## config.mk

```make
export PLATFORM = sky130hd
export DESIGN_NAME = encoder_angle_velocity_tracker
export DESIGN_NICKNAME = d
export VERILOG_FILES = /design/src/rtl/eavt_pkg.sv /design/src/rtl/encoder_angle_velocity_tracker.sv /design/src/rtl/eavt_front.sv /design/src/rtl/eavt_div.sv
export SDC_FILE = /design/constraint.sdc
export NUM_CORES = 1
export LEC_CHECK = 0
export BUFFER_PORTS_ARGS = -buffer_cell sky130_fd_sc_hd__buf_2
export CAP_MARGIN = 40
export CORE_MARGIN = 8
export CORE_UTILIZATION = 61
export CTS_CLUSTER_DIAMETER = 150
export CTS_CLUSTER_SIZE = 16
export DETAILED_ROUTE_END_ITERATION = 6
export GPL_TIMING_DRIVEN = 1
export PLACE_DENSITY = 0.78
export SYNTH_ARGS = -nofsm -noshare
export SYNTH_HDL_FRONTEND = slang
export SYNTH_SLANG_ARGS = --single-unit
export TNS_END_PERCENT = 100
```

## constraint.sdc

```tcl
create_clock -name clk -period 7.45 [get_ports clk]
set_clock_uncertainty 0.05 [all_clocks]
set_input_delay 1.49 -clock clk [delete_from_list [all_inputs] [get_ports clk]]
set_output_delay 1.49 -clock clk [all_outputs]
set_load 0.005 [all_outputs]
```

## src/rtl/eavt_pkg.sv

```systemverilog
`timescale 1ns / 1ps
// ----------------------------------------------------------------------------
// Encoder angle and velocity tracker package
// Shared constants, state encoding and control and status structs.
// ----------------------------------------------------------------------------
package eavt_pkg;

  localparam int ANGLE_BITS_DEF = 14;
  localparam int TIME_W         = 32;
  localparam int RAW_W          = 16;
  localparam int VEL_W          = 34;
  localparam int MICRO_W        = 20;
  localparam int CFG_IDX_W      = 2;

  localparam logic [MICRO_W-1:0] MICRO            = 20'd1000000;
  localparam logic [TIME_W-1:0]  MAX_IVL_RESET    = 32'd500000;
  localparam logic [TIME_W-1:0]  DEFAULT_IVL_RESET = 32'd1000;
  localparam logic [63:0]        VEL_POS_LIMIT    = 64'd8589934591;
  localparam logic [63:0]        VEL_NEG_LIMIT    = 64'd8589934592;

  localparam logic [CFG_IDX_W-1:0] REG_MAX_INTERVAL     = 2'd0;
  localparam logic [CFG_IDX_W-1:0] REG_DEFAULT_INTERVAL = 2'd1;

  typedef enum logic [2:0] {
    S_IDLE,
    S_PREP,
    S_START,
    S_WAIT,
    S_DONE
  } state_t;

  typedef struct packed {
    logic capture;
    logic prep;
  } front_ctrl_t;

  typedef struct packed {
    logic busy;
    logic done;
  } div_stat_t;

endpackage

```

## src/rtl/encoder_angle_velocity_tracker.sv

```systemverilog
`timescale 1ns / 1ps
// ----------------------------------------------------------------------------
// Encoder angle and velocity tracker
// Results come from the bit-serial divider, which produces one of its
// ANGLE_BITS + 19 quotient bits per cycle. A new item is taken only once
// the previous result has been loaded into the output register, and it is
// taken while that result still waits there.
// Reset: synchronous; clears previous angle and time and restores registers.
// ----------------------------------------------------------------------------
module encoder_angle_velocity_tracker import eavt_pkg::*; #(
  parameter int ANGLE_BITS = ANGLE_BITS_DEF,
  localparam int OUT_BITS  = 2 * ANGLE_BITS + TIME_W + VEL_W,
  localparam int OUT_W     = ((OUT_BITS + 7) / 8) * 8
) (
  input  logic                 clk,
  input  logic                 rst,
  input  logic                 s_axis_tvalid,
  output logic                 s_axis_tready,
  // raw_word[15:0], sample_time[47:16]
  input  logic [47:0]          s_axis_tdata,
  output logic                 m_axis_tvalid,
  input  logic                 m_axis_tready,
  // angle_out, angle_delta, interval_used, velocity, zero fill
  output logic [OUT_W-1:0]     m_axis_tdata,
  // interval_replaced
  output logic                 m_axis_tuser,
  input  logic                 cfg_valid,
  output logic                 cfg_ready,
  input  logic [CFG_IDX_W-1:0] cfg_index,
  input  logic [TIME_W-1:0]    cfg_data
);

  localparam int NUM_W = ANGLE_BITS + 19;

  state_t state, state_next;
  front_ctrl_t front_ctrl;
  div_stat_t   div_stat;
  logic        div_start;
  logic        out_load;
  logic        out_free;

  logic [TIME_W-1:0]     max_interval_us;
  logic [TIME_W-1:0]     default_interval_us;
  logic [ANGLE_BITS-1:0] f_angle;
  logic [ANGLE_BITS-1:0] f_delta;
  logic [TIME_W-1:0]     f_interval;
  logic                  f_replaced;
  logic                  f_negative;
  logic [NUM_W-1:0]      f_dividend;
  logic [NUM_W-1:0]      quotient;
  logic [63:0]           q_ext;
  logic [63:0]           q_neg;
  logic [VEL_W-1:0]      vel_next;

  logic [ANGLE_BITS-1:0] out_angle;
  logic [ANGLE_BITS-1:0] out_delta;
  logic [TIME_W-1:0]     out_interval;
  logic [VEL_W-1:0]      out_velocity;

  assign cfg_ready = !rst;

  always_ff @(posedge clk) begin
    if (rst) begin
      max_interval_us     <= MAX_IVL_RESET;
      default_interval_us <= DEFAULT_IVL_RESET;
    end else if (cfg_valid && cfg_ready) begin
      unique case (cfg_index)
        REG_MAX_INTERVAL:     max_interval_us <= cfg_data;
        REG_DEFAULT_INTERVAL: default_interval_us <= cfg_data;
        default: ;
      endcase
    end
  end

  eavt_front #(
    .ANGLE_BITS (ANGLE_BITS),
    .NUM_W      (NUM_W)
  ) u_front (
    .clk                 (clk),
    .rst                 (rst),
    .ctrl                (front_ctrl),
    .raw_word            (s_axis_tdata[15:0]),
    .sample_time         (s_axis_tdata[47:16]),
    .max_interval_us     (max_interval_us),
    .default_interval_us (default_interval_us),
    .angle               (f_angle),
    .delta               (f_delta),
    .interval_used       (f_interval),
    .interval_replaced   (f_replaced),
    .negative            (f_negative),
    .dividend            (f_dividend)
  );

  eavt_div #(
    .NUM_W (NUM_W)
  ) u_div (
    .clk      (clk),
    .rst      (rst),
    .start    (div_start),
    .dividend (f_dividend),
    .divisor  (f_interval),
    .quotient (quotient),
    .stat     (div_stat)
  );

  always_ff @(posedge clk) begin
    if (rst) begin
      state <= S_IDLE;
    end else begin
      state <= state_next;
    end
  end

  always_comb begin
    state_next = state;
    unique case (state)
      S_IDLE:  if (s_axis_tvalid) state_next = S_PREP;
      S_PREP:  state_next = S_START;
      S_START: state_next = S_WAIT;
      S_WAIT:  if (div_stat.done) state_next = S_DONE;
      S_DONE:  if (out_free) state_next = S_IDLE;
      default: state_next = S_IDLE;
    endcase
  end

  always_comb begin
    out_free           = !m_axis_tvalid || m_axis_tready;
    s_axis_tready      = (state == S_IDLE) && !rst;
    front_ctrl.capture = s_axis_tready && s_axis_tvalid;
    front_ctrl.prep    = (state == S_PREP);
    div_start          = (state == S_START);
    out_load           = (state == S_DONE) && out_free;
  end

  always_comb begin
    q_ext = 64'(quotient);
    q_neg = ~q_ext + 64'd1;
    if (!f_negative) begin
      vel_next = (q_ext > VEL_POS_LIMIT) ? VEL_POS_LIMIT[VEL_W-1:0] : q_ext[VEL_W-1:0];
    end else begin
      vel_next = (q_ext > VEL_NEG_LIMIT) ? VEL_NEG_LIMIT[VEL_W-1:0] : q_neg[VEL_W-1:0];
    end
  end

  always_ff @(posedge clk) begin
    if (rst) begin
      m_axis_tvalid <= 1'b0;
    end else if (out_load) begin
      m_axis_tvalid <= 1'b1;
    end else if (m_axis_tready) begin
      m_axis_tvalid <= 1'b0;
    end
  end

  always_ff @(posedge clk) begin
    if (out_load) begin
      out_angle    <= f_angle;
      out_delta    <= f_delta;
      out_interval <= f_interval;
      out_velocity <= vel_next;
      m_axis_tuser <= f_replaced;
    end
  end

  assign m_axis_tdata = OUT_W'({out_velocity, out_interval, out_delta, out_angle});

  a_done_in_wait: assert property (@(posedge clk) disable iff (rst)
    div_stat.done |-> (state == S_WAIT))
    else $error("divider finished outside the wait state");

  a_load_shows: assert property (@(posedge clk) disable iff (rst)
    out_load |=> m_axis_tvalid)
    else $error("loaded result not presented");

  a_interval_nonzero: assert property (@(posedge clk) disable iff (rst)
    m_axis_tvalid |-> (out_interval != '0))
    else $error("zero interval presented");

  a_start_idle_div: assert property (@(posedge clk) disable iff (rst)
    div_start |-> !div_stat.busy)
    else $error("divider restarted while busy");

endmodule

```

## src/rtl/eavt_front.sv

```systemverilog
`timescale 1ns / 1ps
// ----------------------------------------------------------------------------
// Encoder angle and velocity tracker front end
// Captures a sample, forms angle, wrapped delta and interval, then selects
// the divisor and scales the delta magnitude for the divider.
// ----------------------------------------------------------------------------
module eavt_front import eavt_pkg::*; #(
  parameter int ANGLE_BITS = ANGLE_BITS_DEF,
  parameter int NUM_W      = ANGLE_BITS + 19
) (
  input  logic                  clk,
  input  logic                  rst,
  input  front_ctrl_t           ctrl,
  input  logic [RAW_W-1:0]      raw_word,
  input  logic [TIME_W-1:0]     sample_time,
  input  logic [TIME_W-1:0]     max_interval_us,
  input  logic [TIME_W-1:0]     default_interval_us,
  output logic [ANGLE_BITS-1:0] angle,
  output logic [ANGLE_BITS-1:0] delta,
  output logic [TIME_W-1:0]     interval_used,
  output logic                  interval_replaced,
  output logic                  negative,
  output logic [NUM_W-1:0]      dividend
);

  logic [ANGLE_BITS-1:0] angle_prev;
  logic [TIME_W-1:0]     prev_time;
  logic [TIME_W-1:0]     interval_raw;
  logic [ANGLE_BITS-1:0] angle_next;
  logic [ANGLE_BITS-1:0] delta_mag;
  logic                  replace;

  always_comb begin
    angle_next = raw_word[ANGLE_BITS-1:0];
    angle_next[ANGLE_BITS-1] = ~raw_word[ANGLE_BITS-1];
    delta_mag = delta[ANGLE_BITS-1] ? (~delta + 1'b1) : delta;
    replace = (interval_raw == '0) || (interval_raw > max_interval_us);
  end

  always_ff @(posedge clk) begin
    if (rst) begin
      angle_prev <= '0;
      prev_time  <= '0;
    end else if (ctrl.capture) begin
      angle_prev <= angle_next;
      prev_time  <= sample_time;
    end
  end

  always_ff @(posedge clk) begin
    if (ctrl.capture) begin
      angle        <= angle_next;
      delta        <= angle_next - angle_prev;
      interval_raw <= sample_time - prev_time;
    end
    if (ctrl.prep) begin
      interval_replaced <= replace;
      if (!replace) begin
        interval_used <= interval_raw;
      end else if (default_interval_us == '0) begin
        interval_used <= TIME_W'(1);
      end else begin
        interval_used <= default_interval_us;
      end
      negative <= delta[ANGLE_BITS-1];
      dividend <= NUM_W'(delta_mag) * NUM_W'(MICRO);
    end
  end

endmodule

```

## src/rtl/eavt_div.sv

```systemverilog
`timescale 1ns / 1ps
// ----------------------------------------------------------------------------
// Encoder angle and velocity tracker divider
// Restoring radix-2 divider, one quotient bit per cycle. The dividend shift
// register collects the quotient as the dividend bits move out.
// ----------------------------------------------------------------------------
module eavt_div import eavt_pkg::*; #(
  parameter int NUM_W = ANGLE_BITS_DEF + 19
) (
  input  logic              clk,
  input  logic              rst,
  input  logic              start,
  input  logic [NUM_W-1:0]  dividend,
  input  logic [TIME_W-1:0] divisor,
  output logic [NUM_W-1:0]  quotient,
  output div_stat_t         stat
);

  localparam int CNT_W = $clog2(NUM_W);

  logic [CNT_W-1:0]  cnt;
  logic [TIME_W-1:0] rem;
  logic [TIME_W-1:0] dsr;
  logic [TIME_W:0]   trial;
  logic [TIME_W:0]   diff;
  logic              fits;

  always_comb begin
    trial = {rem, quotient[NUM_W-1]};
    diff  = trial - {1'b0, dsr};
    fits  = ~diff[TIME_W];
  end

  always_ff @(posedge clk) begin
    if (rst) begin
      stat <= '0;
      cnt  <= '0;
    end else begin
      stat.done <= 1'b0;
      if (start) begin
        stat.busy <= 1'b1;
        cnt       <= CNT_W'(NUM_W - 1);
      end else if (stat.busy) begin
        cnt <= cnt - 1'b1;
        if (cnt == '0) begin
          stat.busy <= 1'b0;
          stat.done <= 1'b1;
        end
      end
    end
  end

  always_ff @(posedge clk) begin
    if (start) begin
      quotient <= dividend;
      dsr      <= divisor;
      rem      <= '0;
    end else if (stat.busy) begin
      quotient <= {quotient[NUM_W-2:0], fits};
      rem      <= fits ? diff[TIME_W-1:0] : trial[TIME_W-1:0];
    end
  end

endmodule
```

Yosys cells after proc, flatten, opt, wreduce, memory -nomap -nowiden
Cells that the tools add are included.
{ "classes": {"addsub": 6, "multipliers": 1, "n_lt_le_gt_ge": 1, "n_eq_ne": 8, "muxes": 18, "n_bitwise": 5, "n_reduce_logical": 20} }
{ "op_table": {"columns": ["op", "n"], "rows": [
  ["$mux 33", 3],
  ["$mux 32", 3],
  ["$logic_not 32->1", 2],
  ["$add 34x1->34 const B", 1],
  ["$not 33->34", 1],
  ["$sub 33x32->33", 1],
  ["$gt 32x32->1", 1],
  ["$sub 32x32->32", 1],
  ["$mul 14x14->27 const B", 1],
  ["$pmux 3 s5", 1],
  ["$add 14x1->14 const B", 1],
  ["$mux 14", 1],
  ["$not 14->14", 1],
  ["$sub 14x14->14", 1],
  ["$mux 6", 2],
  ["$mux 3", 3],
  ["$eq 3x2->1 const B", 2],
  ["$logic_not 6->1", 1],
  ["$sub 6x1->6 const B", 1],
  ["$logic_and 1x1->1", 4],
  ["$mux 2", 2],
  ["$ne 2x2->1 const B", 2],
  ["$reduce_and 2->1", 2],
  ["$reduce_bool 2->1", 2],
  ["13 further kinds", 19]
]} }
{ "totals": {"reg_bits": 435, "inputBits": 87, "output_inout_bits": 100, "word_cells": 86} }

Logic depth before layout (Yosys ltp)
{ "logic_depth": {"ltp_word": 4, "ltp_mapped": 25, "ltp_nobuf": 25} }

Hierarchy
From an unflattened synthesis, not the netlist that was laid out.
{ "unflattened": {"hier_cells": 2348, "area_unflattened_um2": 24720.0} }
{ "by_module_without_submodules": {"columns": ["module", "instances", "cells_per_inst", "area_each_um2"], "rows": [
  ["eavt_front", 1, 1229, 12553.3],
  ["eavt_div", 1, 608, 6108.4],
  ["encoder_angle_velocity_tracker", 1, 511, 6058.3]
]} }

Least setup slack after synthesis
No wires, ideal clock.
{ "synth_path": {"kind": "reg2reg", "from": "reg u_front.delta[0]", "to": "reg u_front.dividend[32] (data pin)", "setup_time_ps": 260, "t_arrival_ps": 5939, "required_time_ps": 7140, "path_slack_ps": 1202, "path_stages_with_launch": 24, "n_path_buf": 1, "period_less_slack_ps": 6248, "cell_sequence": "edfxtp_1 or3_1 or4_1 o21ai_0 xor2_1 inv_1 maj3_1 fa_1 inv_1 fa_1 inv_1 ha_1 ha_1 ha_1 ha_1 clkbuf_1 a21oi_1 nor2_1 nor2_1 inv_1 o2bb2ai_1 a211o_1 a21oi_1 xnor2_1"} }
{ "synth_via": {"elab_chain_len": 4} }
{ "synth_lines": {"columns": ["item", "line_no", "rtl"], "rows": [
  ["start: declaration", "eavt_front.sv:19", "output logic [ANGLE_BITS-1:0] delta,"],
  ["start signal: assignment", "eavt_front.sv:53", "delta <= angle_next - angle_prev;"],
  ["$not 14->14", "eavt_front.sv:36", "delta_mag = delta[ANGLE_BITS-1] ? (~delta + 1'b1) : delta;"],
  ["$add 14x1->14", "eavt_front.sv:36", null],
  ["$mux 14 (*)", "eavt_front.sv:36", null],
  ["$mul 14x14->27 (*)", "eavt_front.sv:66", "dividend <= NUM_W'(delta_mag) * NUM_W'(MICRO);"],
  ["end signal: assignment", "eavt_front.sv:66", null],
  ["end: declaration", "eavt_front.sv:23", "output logic [NUM_W-1:0] dividend"]
]} }
Mark *: on every way between the ends. The rest lies on a longest branch, timed or not.
A chain may end at the register's enable or synchronous reset.

Worst setup path in the final report
{ "layout_path": {"from": "reg u_front.delta[0]", "to": "reg u_front.dividend[30] (data pin)"} }
Same word-level chain as after synthesis.

==> results.sh <==
export IMPL_post_route_util_pct=68.2
export IMPL_drtIter0Drc=1011
export IMPL_crit_family="adder cells"
export IMPL_grt_usage_pct=21.8
export IMPL_arrival_ns=7.07
export IMPL_r2r_start="u_front.delta[0]"
export IMPL_p_leak_nw=10.8
export IMPL_final_min_clock_period_ns=6.80
export IMPL_ys_ff_latch=435
export IMPL_startpoint="u_front.delta[0]"
export IMPL_antenna_found_initial=10
export IMPL_r2r_end="u_front.dividend[30]"
export IMPL_p_int_mw=5.82
export IMPL_slew_headroom_pct=38.3
export IMPL_powerDensity_nw_per_um2=354
export IMPL_cp_required_ns=7.73
export IMPL_yosysTopAreaCell="edfxtp_1"
export IMPL_clock_sinks=435
export IMPL_rsz0062_at_grt="no"
export IMPL_coreArea_um2=38600
export IMPL_crit_chain="inv_1, ha_1, nand2b_1, o21ai_0, xnor2_1, ha_1, ha_1, inv_1, fa_1, fa_1, inv_1, ha_1, inv_1, fa_1, inv_1, ha_1, and2_1, o21a_1, a41o_1, o41a_1, a41o_1, a41oi_1, xnor2_1"
export IMPL_cts_resized=0
export IMPL_io_pins=187
export IMPL_netSwitchingFraction_pct=37.6
export IMPL_worst_path_buf_inv=5
export IMPL_netlist_instances=2302
export IMPL_ant_nets=0
export IMPL_grt_pass1_wl_mm=84.2
export IMPL_num_vias=17046
export IMPL_numPortBuffers=182
export IMPL_post_cts_setup_buffers=0
export IMPL_worstSetupPathType="reg -> reg"
export IMPL_min_delay_path_depth=0
export IMPL_synthTopCellsByCount="nand2_1, edfxtp_1, inv_1"
export IMPL_drive_gt1_share_pct=12.1
export IMPL_power_frac_clock_pct=16.9
export IMPL_layout_nets=2795
export IMPL_drcViolationCount=0
export IMPL_die_area_um2=45800
export IMPL_critical_path_max_stage_delay_ns=0.69
export IMPL_min_to="out_angle[13]"
export IMPL_power_share_sequential_pct=34.4
export IMPL_r2r_slack_ns=0.65
export IMPL_period_share_pct=91.3
export IMPL_report_power_total_mw=9.33
export IMPL_grtUsageMet2_pct=36.2
export IMPL_min_from="u_front.angle[13]"
export IMPL_clk_latency_ns=0.59
export IMPL_grt_start_max_net_pins=68
export IMPL_hold_viol=0
export IMPL_hold_buffers=0
export IMPL_synth_flop_cell="edfxtp_1"
export IMPL_cts_tree="built"
export IMPL_dpl_cell_area_um2=25500
export IMPL_syn_cell_area_um2=23900
export IMPL_max_freq_ghz=0.147
export IMPL_fin_area_um2=26400
export IMPL_hp_class="reg -> reg"
export IMPL_async_flop_share_pct=0
export IMPL_start_kind="flop"
export IMPL_drv_cap=0
export IMPL_combPwrFrac_pct=48.7
export IMPL_cts_root_buffer="clkbuf_16"
export IMPL_met3_usage_pct=3.86
export IMPL_chipHeight_um=214
export IMPL_whs_ns=0.369
export IMPL_ys_warn_count=0
export IMPL_crit_slowest_cell="xnor2_1"
export IMPL_synth_most_common_cell="nand2_1"
export IMPL_vias_per_cell=5.65
export IMPL_firstDrtPassIters=5
export IMPL_p_sw_mw=3.51
export IMPL_ys_types=78
export IMPL_num_rows=72
export IMPL_worst_slack_ns=0.651
export IMPL_numCtsBuffers=31
export IMPL_worst_slew_pin_slew_ns=0.918
export IMPL_dpl_cell_count=2953
export IMPL_setup_viol=0
export IMPL_start_util_pct=61.8
export IMPL_met1_usage_pct=29.1
export IMPL_cts_buffer_depth=3
export IMPL_cp_max_fo=9
export IMPL_post_place_ws_ns=0.653
export IMPL_area_growth_pct=10.4
export IMPL_drt_total_wl_mm=51.5
export IMPL_die_width_um=214
export IMPL_top_usage_layer="met2"
export IMPL_endpoint_kind="flop"
export IMPL_drv_slew=0
export IMPL_peakVddDrop_mv=0.472
export IMPL_r2r_cells=23
export IMPL_yosysTopAreaCellShare_pct=35.3
export IMPL_post_dp_hpwl_mm=38.8
export IMPL_final_cells=3016
export IMPL_avgSynthCellArea_um2=10.4
export IMPL_synth_edf_count=281
export IMPL_detail_route_wl_per_cell_um=17.1
export IMPL_fin_setup_tns_ns=0
export IMPL_synth_area_leaders="edfxtp_1, dfxtp_1, ha_1"
export IMPL_status="complete, no violations"
export IMPL_path_clk_slew_ns=0.07
export IMPL_htreeDepth=1
export IMPL_gp_congestion=0.909
export IMPL_num_fill_cells=2909
export IMPL_overflow=0
export IMPL_first_global_vias=16859
export IMPL_seq_area_frac_synth_pct=48.2
-- kinds of logic after synthesis --
logic type / count (synthesis) / synth area share, %
buffers and inverters: 299 / 4.74
adders and majority gates: 245 / 13.9
xor gates and xnor gates: 151 / 5.57
AOI/OAI and AO/OA: 486 / 13.0
and+or+nand+nor: 628 / 12.0
muxes: 57 / 2.56
DFF: 435 / 48.2
other: 1 / 0.0157
-- cell usage in the layout (no fill, tap or decap), drive strengths merged, types with 57 or more instances in the layout --
cell    netlist  final
xnor2       117    117
clkbuf       67     57
buf           9    208
dfxtp       154    154
ha          201    201
inv         221    221
nor2         94     94
nand2       332    332
o31ai        58     58
edfxtp      281    281
a21oi       152    152
o21ai        98     98
-- routing by layer --
metal / vias to the layer above / wire (µm)
met4: 12 / 1300
li1: 8481 / -
met2: 456 / 23900
met5: - / 81
met1: 8010 / 22900
met3: 87 / 3300
-- worst max-delay path by stage --
stage | cells past startpoint | endpoint | slack, ns
floorplan | 23 | u_front.dividend[32] | 1.20
global placement | 23 | u_front.dividend[30] | 0.79
detailed placement | 23 | u_front.dividend[30] | 0.65
CTS | 23 | u_front.dividend[30] | 0.61
global route | 23 | u_front.dividend[29] | 0.33
finish | 23 | u_front.dividend[30] | 0.65
-- power by group through the flow --
stage	logic (mW)	clock network, mW	registers (mW)
after floorplan	3.59	0	3.21
after global placement	4.29	0	3.25
after detailed placement	4.46	0	3.26
after CTS	4.54	1.62	3.21
after global routing	5.17	1.71	3.24
final	4.54	1.58	3.21
-- cell type report --
class / instances / area [µm²] / area share, %
diodes: 4 / 10.0 / 0.0380
clock buffers: 56 / 870 / 3.30
clock inverters: 1 / 16.3 / 0.0617
inverters: 223 / 840 / 3.18
multi-input cells: 1569 / 11300 / 42.8
flip-flops and latches: 435 / 11500 / 43.7
well taps: 518 / 648 / 2.46
repair buffers: 210 / 1190 / 4.52
-- registers in the layout (all words and copies together) (netlist names), 6 cells and up --
signal	flops
u_div.dsr	32
out_delta	14
u_front.prev_time	32
u_front.angle_prev	14
u_front.interval_raw	32
u_front.angle	14
u_front.delta	14
u_front.dividend	27
u_div.rem	32
u_div.quotient	33
default_interval_us	32
u_div.cnt	6
out_angle	14
out_interval	32
u_front.interval_used	32
max_interval_us	32
out_velocity	34
Power figures use the tool's default switching activity.
